==> src/sv/dcws_pkg.sv <==
// Shared constants, payload types and queue entry type for the delay correlator.
// Used by every module of delay_correlate_window_sum_core; depends on nothing.
package dcws_pkg;

	localparam int SAMPLE_BITS = 16;
	localparam int MAX_DELAY = 1024;	// power of two: pointers wrap by overflow
	localparam int HIST_AW = $clog2(MAX_DELAY);
	localparam int MAX_WINDOW = 256;	// power of two as well
	localparam int WIN_AW = $clog2(MAX_WINDOW);

	localparam int DELAY_BITS = 11;
	localparam int WINDOW_BITS = 9;
	localparam int TOTAL_BITS = 40;

	localparam int PROD_BITS = 2 * SAMPLE_BITS + 1;
	localparam int MAG_BITS = 2 * SAMPLE_BITS;
	localparam int RAD_BITS = 2 * MAG_BITS;
	localparam int REM_BITS = MAG_BITS + 2;
	localparam int ITER_BITS = $clog2(MAG_BITS);

	localparam int QUEUE_DEPTH = 2;
	localparam int QUEUE_AW = $clog2(QUEUE_DEPTH);
	localparam int QUEUE_CW = $clog2(QUEUE_DEPTH + 1);

	localparam int CFG_INDEX_BITS = 4;
	localparam int CFG_DATA_BITS = 16;
	localparam logic [CFG_INDEX_BITS-1:0] REG_DELAY_LENGTH = 4'd0;
	localparam logic [CFG_INDEX_BITS-1:0] REG_WINDOW_LENGTH = 4'd1;

	localparam logic [DELAY_BITS-1:0] DELAY_RESET = 11'd64;
	localparam logic [WINDOW_BITS-1:0] WINDOW_RESET = 9'd16;

	typedef struct packed {
		logic signed [SAMPLE_BITS-1:0] sample_re;
		logic signed [SAMPLE_BITS-1:0] sample_im;
		logic                          block_last;
	} sample_t;

	typedef struct packed {
		logic [TOTAL_BITS-1:0] correlation_sum;
		logic                  end_of_block;
	} result_t;

	// front to back: |x|^2 + |y|^2 of the delayed product, plus end-of-block flag
	typedef struct packed {
		logic [RAD_BITS-1:0] radicand;
		logic                last;
	} work_t;

endpackage

==> src/sv/dcws_queue.sv <==
// Two-entry queue of work_t between the front end and the back end.
// Depends on dcws_pkg.
module dcws_queue import dcws_pkg::*; (
	input  logic  clk,
	input  logic  arst_n,
	input  logic  push_valid,
	output logic  push_ready,
	input  work_t push_data,
	output logic  pop_valid,
	input  logic  pop_ready,
	output work_t pop_data
);

	work_t entry_q [QUEUE_DEPTH];
	logic [QUEUE_AW-1:0] wr_ptr_q;
	logic [QUEUE_AW-1:0] rd_ptr_q;
	logic [QUEUE_CW-1:0] count_q;
	logic push_fire;
	logic pop_fire;

	assign push_ready = (count_q != QUEUE_CW'(QUEUE_DEPTH));
	assign pop_valid = (count_q != '0);
	assign push_fire = push_valid && push_ready;
	assign pop_fire = pop_valid && pop_ready;
	assign pop_data = entry_q[rd_ptr_q];

	always_ff @(posedge clk) begin
		if (push_fire) begin
			entry_q[wr_ptr_q] <= push_data;
		end
	end

	always_ff @(posedge clk or negedge arst_n) begin
		if (!arst_n) begin
			wr_ptr_q <= '0;
			rd_ptr_q <= '0;
			count_q <= '0;
		end else begin
			if (push_fire) begin
				wr_ptr_q <= (wr_ptr_q == QUEUE_AW'(QUEUE_DEPTH - 1)) ? '0 : wr_ptr_q + 1'b1;
			end
			if (pop_fire) begin
				rd_ptr_q <= (rd_ptr_q == QUEUE_AW'(QUEUE_DEPTH - 1)) ? '0 : rd_ptr_q + 1'b1;
			end
			if (push_fire && !pop_fire) begin
				count_q <= count_q + 1'b1;
			end else if (pop_fire && !push_fire) begin
				count_q <= count_q - 1'b1;
			end
		end
	end

endmodule

==> config.mk <==
export PLATFORM = sky130hd
export DESIGN_NAME = dcws_queue
export DESIGN_NICKNAME = d
export VERILOG_FILES = /design/src/sv/dcws_pkg.sv /design/src/sv/dcws_queue.sv
export SDC_FILE = /design/constraint.sdc
export NUM_CORES = 1
export LEC_CHECK = 0
export BUFFER_PORTS_ARGS = -buffer_cell sky130_fd_sc_hd__buf_4
export CAP_MARGIN = 25
export CORE_MARGIN = 2
export CORE_UTILIZATION = 51
export DETAILED_ROUTE_END_ITERATION = 8
export MAX_ROUTING_LAYER = met4
export PLACE_DENSITY = 0.84
export SYNTH_ARGS = -nofsm -noshare
export SYNTH_HDL_FRONTEND = slang
export SYNTH_SLANG_ARGS = --single-unit
==> constraint.sdc <==
create_clock -name clk -period 4.68 [get_ports clk]
set_clock_uncertainty 0.15 [all_clocks]
set_input_delay 0.468 -clock clk [delete_from_list [all_inputs] [get_ports clk]]
set_output_delay 0.468 -clock clk [all_outputs]
set_load 0.01 [all_outputs]
==> results.md, run 1 <==
| Stage | Metric | This run |
|:---|:---|:---|
| outcome | Outcome | completed |
| critical path | Endpoint arrival time on the critical path | 2090 ps |
| sta | RSZ-0062 raised after global routing | no |
| yosys | Post-Synthesis Cells | 220 |
| sta | Worst slew margin relative to its limit | 52.13% |
| critical path | WP data required | 4060 ps |
| sta | Max Slew Vio Count | 0 |
| die | Die span in x | 103.5 um |
| clock tree | H-tree levels | 4 |
| power and ir drop | Proportion of power drawn by the clock network | 30.2% |
| clock tree | Max Buffers Root-to-Sink | 2 |
| yosys | Top cells by area, synth | sky130_fd_sc_hd__edfxtp_1 (77%), sky130_fd_sc_hd__mux2_4 (12%), sky130_fd_sc_hd__mux2_2 (5.6%) |
| route | Routed wire length | 10110 um |
| sta | Peak clock frequency supported by timing | 369.3 MHz |
| clock tree | Clock-pin transition on the worst setup and hold timing paths | 60 ps |
| yosys | Area share of the largest cell type after synthesis | 77.36% |
| power and ir drop | Share of total power in sequential cells | 38.5% |
| yosys | Synth unique cells | 15 |
| route | DRC violations left | 0 |
| die | Initial core utilization | 52.11% |
| power and ir drop | Switching share of power | 26.84% |
| sta | Period Utilization, post-route | 57.86% |
| sta | Actual slew at the worst max-slew pin | 716.4 ps |
| power and ir drop | Static leakage | 2.980 nW |
| grt | Total Routing Usage GR | 19.90% |
| layout | Number of fillers in the final layout | 527 |
| yosys | Synthesized area divided by synthesized cell count | 22.94 um2 |
| critical path | Endpoint type of the worst setup path | output port |
| power and ir drop | Share of total power in combinational logic | 31.4% |
| yosys | Post-synthesis sequential area ratio | 79.35% |
| clock tree | Post-cts sizing count | 0 |
| sta | Final Setup Violations | 0 |
| sta | Final critical delay including setup and external delays | 2708 ps |
| yosys | Number of nets in the synthesized netlist | 290 |
| die | Die outline area | 0.01071 mm2 |
| power and ir drop | Internal power contribution | 3.369 mW |
| route | Antenna viol nets, final | 0 |
| critical path | Cell breakdown of the critical path | buf_16 -> mux2_2 -> buf_4 |
| clock tree | Post-CTS repair timing setup buffer count | 0 |
| clock tree | Master cell of the clock root buffer | sky130_fd_sc_hd__clkbuf_8 |
| clock tree | Cts bufs inserted | 17 |
| route | Highest metal layer with signal wires | met4 |
| power and ir drop | Net switching component of the power | 1.236 mW |
| route | Initial drt markers | 78 |
| critical path | Master of the slowest instance on the critical path | sky130_fd_sc_hd__dfrtp_4 |
| layout | Number of nets in the layout | 507 |
| grt | Antenna violations before repair | 0 |
| layout | Footprint of the flip-flops and latches | 0.004008 mm2 |
| layout | Footprint of the multi-input gates | 980.9 um2 |
| grt | Vias in the first global route | 2985 |
| route | Drt via density | 4.756 |
| critical path | Largest driver fanout on the critical path | 44 |
| yosys | Synthesized flop and latch total | 134 |
| placement | Number of port buffers | 135 |
| die | Number of core rows | 36 |
| power and ir drop | Power per Cell Area | 612.3 mW/mm2 |
| hold path | Type of the most critical hold path | primary input to register |
| route | DR WL met3 | 529 um |
| layout | Antenna Cells | 0 |
| sta | Endpoints failing hold | 0 |
| clock tree | TritonCTS clock tree | yes |
| critical path | Startpoint type of the worst setup path | register |
| die | Floorplan core area | 0.009684 mm2 |
| flow run | Maxcap violations | 0 |
| yosys | Dominant cell type by area after synthesis | sky130_fd_sc_hd__edfxtp_1 |
| grt | GRT Residual Overflow | 0 |
| grt | Pin count of the biggest net entering global routing | 67 |
| die | I/O pin total | 136 |
| yosys | Post-synth design cell area | 0.005046 mm2 |
| placement | HPWL Detailed | 5650 um |
| grt | Wire length of the first global-routing pass | 14770 um |
| critical path | Delay of the slowest cell on the worst path | 690 ps |
| route | Pre-antenna DRT Iters | 4 |
| clock tree | Clock latency reported for the late side of the worst-skew pair | 510 ps |
| route | Via total after detailed routing | 2773 |
| route | Average routed wire per standard cell | 17.34 um |
| critical path | CP delay by family, top | flip-flops |
| route | Total length of routed met2 wires | 5458 um |
| placement | Final RePlAce weighted congestion | 0.7327 |
| yosys | Yosys warning count | 0 |
| sta | WHS | 119.5 ps |
| layout | Area growth from synthesis to final layout | 49.05% |
| clock tree | Sinks on the clock net | 134 |
| power and ir drop | Worst vdd rail ir drop | 0.5123 mV |
| die | Floorplan die height | 103.5 um |
| sta | Setup TNS | 0 ps |
| layout | Fraction of layout instances using a drive strength above 1 | 52.89% |
| critical path | WS Path Type | register to output port |
| route | DRT met1 WL | 3972 um |
| critical path | Sum of buffers and inverters on the critical path | 2 |
state kept, by name, indices dropped and copies added (netlist names):
signal / cells
entry_q: 130
count_q: 2
rd_ptr_q: 1
wr_ptr_q: 1
power by group through the flow:
stage | clock network [mW] | registers [mW] | logic [mW]
after floorplan | 0 | 1.74 | 0.875
after global placement | 0 | 1.87 | 1.26
after detailed placement | 0 | 1.88 | 1.29
after CTS | 1.40 | 1.86 | 1.34
after global routing | 1.45 | 1.80 | 1.54
final | 1.39 | 1.77 | 1.44
kinds of logic after synthesis:
family	count (synthesis)	synth area share, %
flip-flops	134	79.35
XOR/XNOR	5	0.8680
multiplexers	65	17.48
AND/OR/NAND/NOR	7	0.6698
adder cells (fa/ha/maj)	1	0.2479
buffers and inverters	8	1.388
synth_stat cells:
library cell               instances
sky130_fd_sc_hd__nand2_1           2
sky130_fd_sc_hd__xnor2_1           3
sky130_fd_sc_hd__nor2_1            2
sky130_fd_sc_hd__and3_1            1
sky130_fd_sc_hd__xor2_1            2
sky130_fd_sc_hd__buf_6             5
sky130_fd_sc_hd__mux2_4           40
sky130_fd_sc_hd__buf_2             2
sky130_fd_sc_hd__inv_1             1
sky130_fd_sc_hd__ha_1              1
sky130_fd_sc_hd__dfrtp_1           4
sky130_fd_sc_hd__nand2b_1          1
sky130_fd_sc_hd__edfxtp_1        130
sky130_fd_sc_hd__or2_2             1
sky130_fd_sc_hd__mux2_2           25
placed cells by master (no fill, tap or decap):
| cell type | n |
|---|---|
| sky130_fd_sc_hd__buf_4 | 137 |
| sky130_fd_sc_hd__edfxtp_1 | 130 |
| sky130_fd_sc_hd__dlygate4sd3_1 | 66 |
| sky130_fd_sc_hd__mux2_4 | 40 |
| sky130_fd_sc_hd__mux2_2 | 25 |
| sky130_fd_sc_hd__clkbuf_16 | 16 |
| sky130_fd_sc_hd__bufinv_16 | 5 |
| sky130_fd_sc_hd__clkinvlp_4 | 4 |
| sky130_fd_sc_hd__xnor2_1 | 3 |
| sky130_fd_sc_hd__clkinv_2 | 3 |
| sky130_fd_sc_hd__dfrtp_1 | 3 |
| sky130_fd_sc_hd__nand2_1 | 2 |
| sky130_fd_sc_hd__xor2_1 | 2 |
| sky130_fd_sc_hd__nand2b_1 | 1 |
| sky130_fd_sc_hd__inv_1 | 1 |
| sky130_fd_sc_hd__or2_2 | 1 |
| sky130_fd_sc_hd__and3_2 | 1 |
| sky130_fd_sc_hd__nor2_4 | 1 |
| sky130_fd_sc_hd__nor2_1 | 1 |
| sky130_fd_sc_hd__ha_1 | 1 |
| sky130_fd_sc_hd__clkbuf_8 | 1 |
| sky130_fd_sc_hd__clkinv_1 | 1 |
| sky130_fd_sc_hd__clkinv_4 | 1 |
| sky130_fd_sc_hd__clkbuf_1 | 1 |
| sky130_fd_sc_hd__buf_16 | 1 |
| sky130_fd_sc_hd__buf_12 | 1 |
| sky130_fd_sc_hd__dfrtp_4 | 1 |
layout make-up:
type                            instances  share of cell area [%]
Sequential cell                       134                   53.29
Timing Repair Buffer                  205                   23.09
Multi-Input combinational cell         78                   13.04
Clock buffer                           18                   5.556
Clock inverter                         14                   2.762
Tap cell                              133                   2.213
Inverter                                1                 0.04991
worst min-delay path: stages:
cell	delay, ps
sky130_fd_sc_hd__buf_4	110
sky130_fd_sc_hd__nand2_1	90
sky130_fd_sc_hd__xnor2_1	70
final timing paths:
path                                              from                  endpoint  slack [ps]  cells after the start
worst max register to register  count_q[0]$_DFFE_PN0P_  entry_q[0][39]$_DFFE_PP_        2150                      4
worst max-delay path              rd_ptr_q$_DFFE_PN0P_              pop_data[51]        1970                      3
worst min register to register  count_q[1]$_DFFE_PN0P_    count_q[1]$_DFFE_PN0P_         370                      1
max in group asynchronous                       arst_n      rd_ptr_q$_DFFE_PN0P_        4100                      2
worst min-delay path                         pop_ready      rd_ptr_q$_DFFE_PN0P_         120                      3
min in group asynchronous                       arst_n      rd_ptr_q$_DFFE_PN0P_         170                      2
repair_timing:
action                     4_1_cts  5_1_grt
setup endpoints to repair        0        0
hold endpoints to repair       134        0
hold buffers                    66        0
per-layer routing:
metal / vias to the layer above / global-route usage, %
met3: 14 / 6.116
li1: 1299 / -
met2: 99 / 34.44
met4: 0 / 7.389
met1: 1361 / 21.54
met5: - / -
stage by stage:
step	instance area [um2]	setup slack (ps)	utilization, %	std cells	power [mW]
5_1_grt	7521	1896	77.66	583	4.786
6_report	7521	1972	77.66	583	4.605
3_5_place_dp	6207	2126	64.10	484	3.177
2_1_floorplan	5046	624.7	-	220	2.613
3_3_place_gp	6187	2240	63.89	483	3.122
4_1_cts	7493	1739	77.38	582	4.609
No activity file was read; power rests on OpenSTA's default activity.
==> inputs of run 2 (changes only) <==
Clock period 4.68 ns to 2.6 ns, I/O delays scaled along.
==> run 2 against run 1 <==
- non-clock buffer count increased by 5
- worst hold slack improved by 210 ps
- sequential cell count unchanged
- cell area increased by 0.50%
- die area unchanged
- highest routed layer unchanged
==> results.md, run 2 (synthesis results as in run 1) <==
| Stage | Metric | This run |
|:---|:---|:---|
| outcome | Outcome | completed |
| die | Number of core rows | 36 |
| route | Initial drt markers | 74 |
| grt | Total Routing Usage GR | 19.88% |
| critical path | Worst reg2reg path depth | 3 |
| clock tree | Max Buffers Root-to-Sink | 2 |
| sta | Final Setup Violations | 0 |
| sta | RSZ-0062 raised after global routing | no |
| sta | Final critical delay including setup and external delays | 2481 ps |
| layout | Fraction of layout instances using a drive strength above 1 | 51.87% |
| die | I/O pin total | 136 |
| critical path | Endpoint of the worst setup timing path | pop_data[48] |
| layout | Leading cell type in the layout, fill and taps excluded | sky130_fd_sc_hd__buf_4 |
| sta | Max Slew Vio Count | 0 |
| sta | Actual slew at the worst max-slew pin | 530.9 ps |
| critical path | WS Path Type | register to output port |
| route | Antenna viol nets, final | 0 |
| sta | Period Utilization, post-route | 95.42% |
| die | Die span in x | 103.5 um |
| die | Floorplan die height | 103.5 um |
| power and ir drop | Static leakage | 3.002 nW |
| layout | Leading registers by flop count | entry_q x130, count_q x2 |
| critical path | Destination of the worst register-to-register timing path | entry_q[1][26]$_DFFE_PP_ |
| layout | Area growth from synthesis to final layout | 49.79% |
| grt | GRT Residual Overflow | 0 |
| critical path | Cell breakdown of the critical path | buf_4 -> mux2_4 -> buf_4 |
| clock tree | Cts bufs inserted | 17 |
| layout | Commonest non-fill, non-tap cells in the layout | sky130_fd_sc_hd__buf_4 (138), sky130_fd_sc_hd__edfxtp_1 (130), sky130_fd_sc_hd__dlygate4sd3_1 (69), sky130_fd_sc_hd__mux2_4 (40), sky130_fd_sc_hd__mux2_2 (25) |
| layout | Antenna Cells | 0 |
| placement | Number of port buffers | 135 |
| flow run | Maxcap violations | 0 |
| critical path | Cell type with the highest occurrence count on the critical path | sky130_fd_sc_hd__buf_4 |
| die | Floorplan core area | 0.009684 mm2 |
| clock tree | Sinks on the clock net | 134 |
| clock tree | Master cell of the clock root buffer | sky130_fd_sc_hd__clkbuf_8 |
| layout | Largest reg by FF count | entry_q |
| sta | Peak clock frequency supported by timing | 403.1 MHz |
| layout | Flip-flop count of the largest register after layout | 130 |
| critical path | WP data required | 2190 ps |
| placement | HPWL Detailed | 5673 um |
| critical path | R2r startpoint | count_q[0]$_DFFE_PN0P_ |
| critical path | R2R setup slack | 770 ps |
| route | Pre-antenna DRT Iters | 4 |
| critical path | Master of the slowest instance on the critical path | sky130_fd_sc_hd__dfrtp_4 |
| grt | Pin count of the biggest net entering global routing | 47 |
| route | DRC violations left | 0 |
| critical path | Critical path launch point | rd_ptr_q$_DFFE_PN0P_ |
| critical path | Delay of the slowest cell on the worst path | 770 ps |
| clock tree | Clock-pin transition on the worst setup and hold timing paths | 60 ps |
| hold path | Type of the most critical hold path | primary input to register |
| grt | Wire length of the first global-routing pass | 14670 um |
| critical path | Largest driver fanout on the critical path | 34 |
| sta | Worst slew margin relative to its limit | 64.61% |
| sta | Setup TNS | 0 ps |
| route | Routed wire length | 9978 um |
| placement | Final RePlAce weighted congestion | 0.6975 |
| clock tree | TritonCTS clock tree | yes |
| power and ir drop | Worst vdd rail ir drop | 0.6749 mV |
| sta | Final WS setup | 119.1 ps |
| route | Average routed wire per standard cell | 16.97 um |
| grt | Antenna violations before repair | 0 |
| route | Drt via density | 4.810 |
| placement | Minimum setup slack after placement | 619.9 ps |
| grt | Vias in the first global route | 3082 |
| clock tree | H-tree levels | 4 |
| clock tree | Post-cts sizing count | 0 |
| sta | Endpoints failing hold | 0 |
| power and ir drop | Power per Cell Area | 1091 mW/mm2 |
| clock tree | Clock latency reported for the late side of the worst-skew pair | 510 ps |
| critical path | Endpoint arrival time on the critical path | 2070 ps |
| die | Die outline area | 0.01071 mm2 |
| route | Via total after detailed routing | 2828 |
| die | Initial core utilization | 52.11% |
| critical path | Startpoint type of the worst setup path | register |
| critical path | Endpoint type of the worst setup path | output port |
| layout | Number of nets in the layout | 512 |
[run 2: changes by cell type in the layout (fill, tap and decap cells not counted), sizes merged]
cell / before / now
clkbuf: 18 / 21
clkinvlp: 4 / 1
dlygate4sd3: 66 / 69
buf: 139 / 141
[run 2: how the worst min path moves through the flow]
| stage | from | to | slack, ps | cells past startpoint |
|---|---|---|---|---|
| 2_1_floorplan | arst_n | count_q[0]$_DFFE_PN0P_ | -190 | 0 |
| 3_3_place_gp | arst_n | wr_ptr_q$_DFFE_PN0P_ | -90 | 1 |
| 3_5_place_dp | arst_n | wr_ptr_q$_DFFE_PN0P_ | -90 | 1 |
| 4_1_cts | push_data[40] | entry_q[1][40]$_DFFE_PP_ | 300 | 2 |
| 5_1_grt | push_data[55] | entry_q[1][55]$_DFFE_PP_ | 300 | 2 |
| 6_report | push_data[50] | entry_q[1][50]$_DFFE_PP_ | 330 | 2 |
[run 2: worst max-delay path, delay by kind of cell (launching register included)]
family / cells / cell delay (ps)
buffers and inverters: 2 / 470
muxes: 1 / 320
DFF: 1 / 770
[run 2: routing by layer]
layer	GRT usage [%]	part of all wire, %	vias to the layer above
li1	-	-	1314
met1	19.72	37	1395
met2	35.38	56	104
met3	6.922	5.5	15
met4	8.097	1.3	0
met5	-	0	-
[run 2: through the flow]
step                cell area [um2]  hold WS, ps  utilization, %  std cells  total power [mW]
detailed placement             6259       -89.10           64.63        487             5.767
global route                   7559        301.7           78.05        588             8.612
floorplan                      5055       -185.6               -        220             4.683
finish                         7559        325.0           78.05        588             8.244
global placement               6259       -93.38           64.63        487             5.686
CTS                            7559        297.7           78.05        588             8.295
[run 2: report_power, final]
part           internal (mW)  total [mW]  switching (mW)
Sequential              2.96        3.21           0.254
Clock                   1.64        2.44           0.802
Combinational           1.48        2.59            1.10
Total                   6.08        8.24            2.16
[run 2: cell type report]
class	instances	area, um2
sequential	134	4008
fill	527	2126
timing repair buffer	210	1787
multi-input combinational	78	984.7
clock buffer	21	429.2
clock inverter	11	180.2
tap	133	166.4
inverter	1	3.754
[run 2: repair_timing]
item,CTS,global route
hold endpoints to repair,136,0
hold buffers,69,0
buffers inserted,0,0
==> inputs of run 3 (changes only) <==
Settings changed: ABC_AREA set to 1.
==> run 3 against run 2 <==
- maximum frequency increased by 7.7%
- die area is 2.1% lower
- register-to-register slack better by 50 ps
- total power shrank 2.1%
- clock power down 7%
- sequential power down 4%
- synthesized cell count up 67%
- critical endpoint is now pop_data[15]
- largest cell class unchanged
==> results.md, run 3 <==
| Stage | Metric | This run |
|:---|:---|:---|
| yosys | Synthesized area divided by synthesized cell count | 13.41 um2 |
| clock tree | Max Buffers Root-to-Sink | 2 |
| critical path | Endpoint type of the worst setup path | output port |
| route | Via total after detailed routing | 3491 |
| sta | Worst slew margin relative to its limit | 51.70% |
| yosys | Number of nets in the synthesized netlist | 438 |
| yosys | Yosys warning count | 0 |
| clock tree | Clock-pin transition on the worst setup and hold timing paths | 60 ps |
| route | DRC violations left | 0 |
| critical path | R2R setup slack | 820 ps |
| layout | Summed area of non-filler cells in the final layout | 0.007357 mm2 |
| route | Pre-antenna DRT Iters | 5 |
| hold path | End of the worst hold path | wr_ptr_q$_DFFE_PN0P_ |
| yosys | Commonest register cell after synthesis | sky130_fd_sc_hd__edfxtp_1 |
| clock tree | Master cell of the clock root buffer | sky130_fd_sc_hd__clkbuf_8 |
| clock tree | Clock latency reported for the late side of the worst-skew pair | 500 ps |
| yosys | Post-synth design cell area | 0.004936 mm2 |
| yosys | Synth unique cells | 13 |
| power and ir drop | Total design power | 8.074 mW |
| critical path | Startpoint type of the worst setup path | register |
| power and ir drop | Power per Cell Area | 1097 mW/mm2 |
| yosys | Dominant cell type by area after synthesis | sky130_fd_sc_hd__edfxtp_1 |
| hold path | Type of the most critical hold path | primary input to register |
| route | Routed wire length | 11400 um |
| hold path | Start point of the worst min-delay path | push_valid |
| sta | Period Utilization, post-route | 88.64% |
| layout | Commonest non-fill, non-tap cells in the layout | sky130_fd_sc_hd__nand2_1 (205), sky130_fd_sc_hd__buf_4 (138), sky130_fd_sc_hd__edfxtp_1 (130), sky130_fd_sc_hd__dlygate4sd3_1 (68), sky130_fd_sc_hd__clkbuf_16 (16) |
| grt | Vias in the first global route | 3641 |
| layout | Antenna Cells | 0 |
| sta | Final Setup Violations | 0 |
| yosys | Post-synthesis compound-gate area fraction | 0% |
| route | Initial drt markers | 178 |
| die | Die outline area | 0.01048 mm2 |
| yosys | Post-synthesis sequential area ratio | 81.12% |
| critical path | Destination of the worst register-to-register timing path | count_q[1]$_DFFE_PN0P_ |
| yosys | Most common cell in the netlist | sky130_fd_sc_hd__nand2_1 |
| grt | Antenna violations before repair | 0 |
| critical path | Cell breakdown of the critical path | buf_4 -> nand2_1 -> nand2_1 -> buf_4 |
| sta | Final critical delay including setup and external delays | 2305 ps |
| route | Average routed wire per standard cell | 15.77 um |
| critical path | Worst reg2reg path depth | 9 |
| critical path | Endpoint arrival time on the critical path | 1890 ps |
| critical path | Largest driver fanout on the critical path | 66 |
| yosys | Simple-gate portion of the synthesized area | 16.07% |
| layout | Leading cell type in the layout, fill and taps excluded | sky130_fd_sc_hd__nand2_1 |
| layout | Largest reg by FF count | entry_q |
| clock tree | TritonCTS clock tree | yes |
| die | Die span in x | 102.4 um |
| placement | Minimum setup slack after placement | 867.6 ps |
| clock tree | Post-cts sizing count | 0 |
| outcome | Outcome | completed |
| yosys | Dominant combinational cell family by area after synthesis | simple AND/OR/NAND/NOR gates |
| layout | Final core area utilization | 78.87% |
| sta | RSZ-0062 raised after global routing | no |
| clock tree | Hold-fix buffer count after cts | 68 |
| yosys | Top cells by area, synth | sky130_fd_sc_hd__edfxtp_1 (79%), sky130_fd_sc_hd__nand2_1 (16%), sky130_fd_sc_hd__dfrtp_1 (2.0%) |
| clock tree | Sinks on the clock net | 134 |
| clock tree | Post-CTS repair timing setup buffer count | 0 |
| yosys | Adder and majority cell fraction of the synthesized area | 0.2535% |
| clock tree | Cts bufs inserted | 17 |
| critical path | WS Path Type | register to output port |
| yosys | Synthesized flop and latch total | 134 |
| die | I/O pin total | 136 |
| layout | Area growth from synthesis to final layout | 49.05% |
| yosys | Post-Synthesis Cells | 368 |
| flow run | Maxcap violations | 0 |
| die | Floorplan core area | 0.009328 mm2 |
| sta | Peak clock frequency supported by timing | 433.9 MHz |
| placement | Number of port buffers | 135 |
| layout | Number of fillers in the final layout | 495 |
| yosys | Multiplexer share of the synthesized area | 0% |
| die | Floorplan die height | 102.4 um |
| hold path | Number of cells traversed by the worst hold path | 3 |
| sta | Actual slew at the worst max-slew pin | 724.5 ps |
| critical path | Master of the slowest instance on the critical path | sky130_fd_sc_hd__buf_4 |
| sta | Final WS setup | 295.5 ps |
| placement | Placed insts | 623 |
| sta | Endpoints failing hold | 0 |
| route | Drt via density | 4.828 |
| yosys | Fraction of synthesized cell area in xor and xnor cells | 0.3549% |
| yosys | Commonest cells post-synth | sky130_fd_sc_hd__nand2_1 (205), sky130_fd_sc_hd__edfxtp_1 (130), sky130_fd_sc_hd__buf_2 (9), sky130_fd_sc_hd__inv_1 (6), sky130_fd_sc_hd__buf_4 (5) |
| yosys | Share of async-settable or async-resettable flops after synthesis | 2.985% |
| route | Antenna viol nets, final | 0 |
| yosys | Area share of the largest cell type after synthesis | 79.09% |
| critical path | Delay of the slowest cell on the worst path | 570 ps |
| yosys | Number of enable flip-flop cells after synthesis | 130 |
| grt | Pin count of the biggest net entering global routing | 67 |
| layout | Fraction of layout instances using a drive strength above 1 | 29.46% |
| power and ir drop | Worst vdd rail ir drop | 0.6064 mV |
| layout | Final cell count without fillers | 723 |
| die | Initial core utilization | 52.92% |
| grt | Wire length of the first global-routing pass | 17060 um |
| grt | Total Routing Usage GR | 23.11% |
| placement | HPWL Detailed | 5770 um |
| power and ir drop | Static leakage | 3.147 nW |
| layout | Number of nets in the layout | 651 |
| placement | Total placed instance area | 0.006107 mm2 |
| die | Number of core rows | 35 |
| clock tree | H-tree levels | 4 |
| placement | Final RePlAce weighted congestion | 0.7298 |
| layout | Flip-flop count of the largest register after layout | 130 |
| critical path | R2r startpoint | count_q[0]$_DFFE_PN0P_ |
| layout | Leading registers by flop count | entry_q x130, count_q x2 |
| sta | Max Slew Vio Count | 0 |
| critical path | WP data required | 2190 ps |
| grt | GRT Residual Overflow | 0 |
[run 3: changes by cell type after synthesis, sizes merged]
cell and delta:
and3 -1, buf +7, inv +6, mux2 -65, nand2 +203, nand2b -1
nand3 +2, nand4 +1, or2 -1, xnor2 -2, xor2 -1
[run 3: how the worst max path moves through the flow]
stage	from	to	slack, ps	depth (start not counted)
floorplan	count_q[0]$_DFFE_PN0P_	entry_q[0][0]$_DFFE_PP_	-360	4
global placement	rd_ptr_q$_DFFE_PN0P_	pop_data[45]	900	4
detailed placement	rd_ptr_q$_DFFE_PN0P_	pop_data[22]	870	4
CTS	rd_ptr_q$_DFFE_PN0P_	pop_data[9]	330	4
global route	rd_ptr_q$_DFFE_PN0P_	pop_data[15]	170	4
finish	rd_ptr_q$_DFFE_PN0P_	pop_data[15]	300	4
[run 3: logic make-up after synthesis]
group	count (synthesis)
AND/OR/NAND/NOR	210
flip-flops	134
buffers and inverters	21
XOR/XNOR	2
adder cells (fa/ha/maj)	1
[run 3: where the power goes]
group | leakage [nW] | switching (mW) | internal, mW
combinational | 1.63 | 1.59 | 1.12
sequential | 1.26 | 0.135 | 2.96
clock | 0.265 | 0.901 | 1.37
[run 3: layout make-up]
type / instances / area, um2 / share of cell area (%)
clock buffer: 18 / 417.9 / 5.680
clock inverter: 14 / 151.4 / 2.058
inverter: 7 / 26.28 / 0.3571
multi-input combinational: 213 / 838.3 / 11.39
sequential: 134 / 4005 / 54.44
tap: 129 / 161.4 / 2.194
timing repair buffer: 208 / 1757 / 23.88
[run 3: per-layer routing]
layer	vias to the layer above	global-route usage, %	routed length [um]
met5	-	-	0
met4	0	9.538	161
met3	17	5.267	658
met2	142	41.35	6223
met1	1671	24.67	4361
li1	1661	-	-
[run 3: metrics by stage]
step                hold slack (ps)  setup TNS [ps]
CTS                           42.70               0
finish                        69.60               0
global route                  77.33               0
floorplan                    -185.6          -46350
detailed placement           -89.64               0
global placement             -91.57               0
[run 3: worst max-delay path, delay by kind of cell (launching register included)]
family                 cells  cell delay [ps]
and+or+nand+nor            2              280
DFF                        1              360
buffers and inverters      2              710
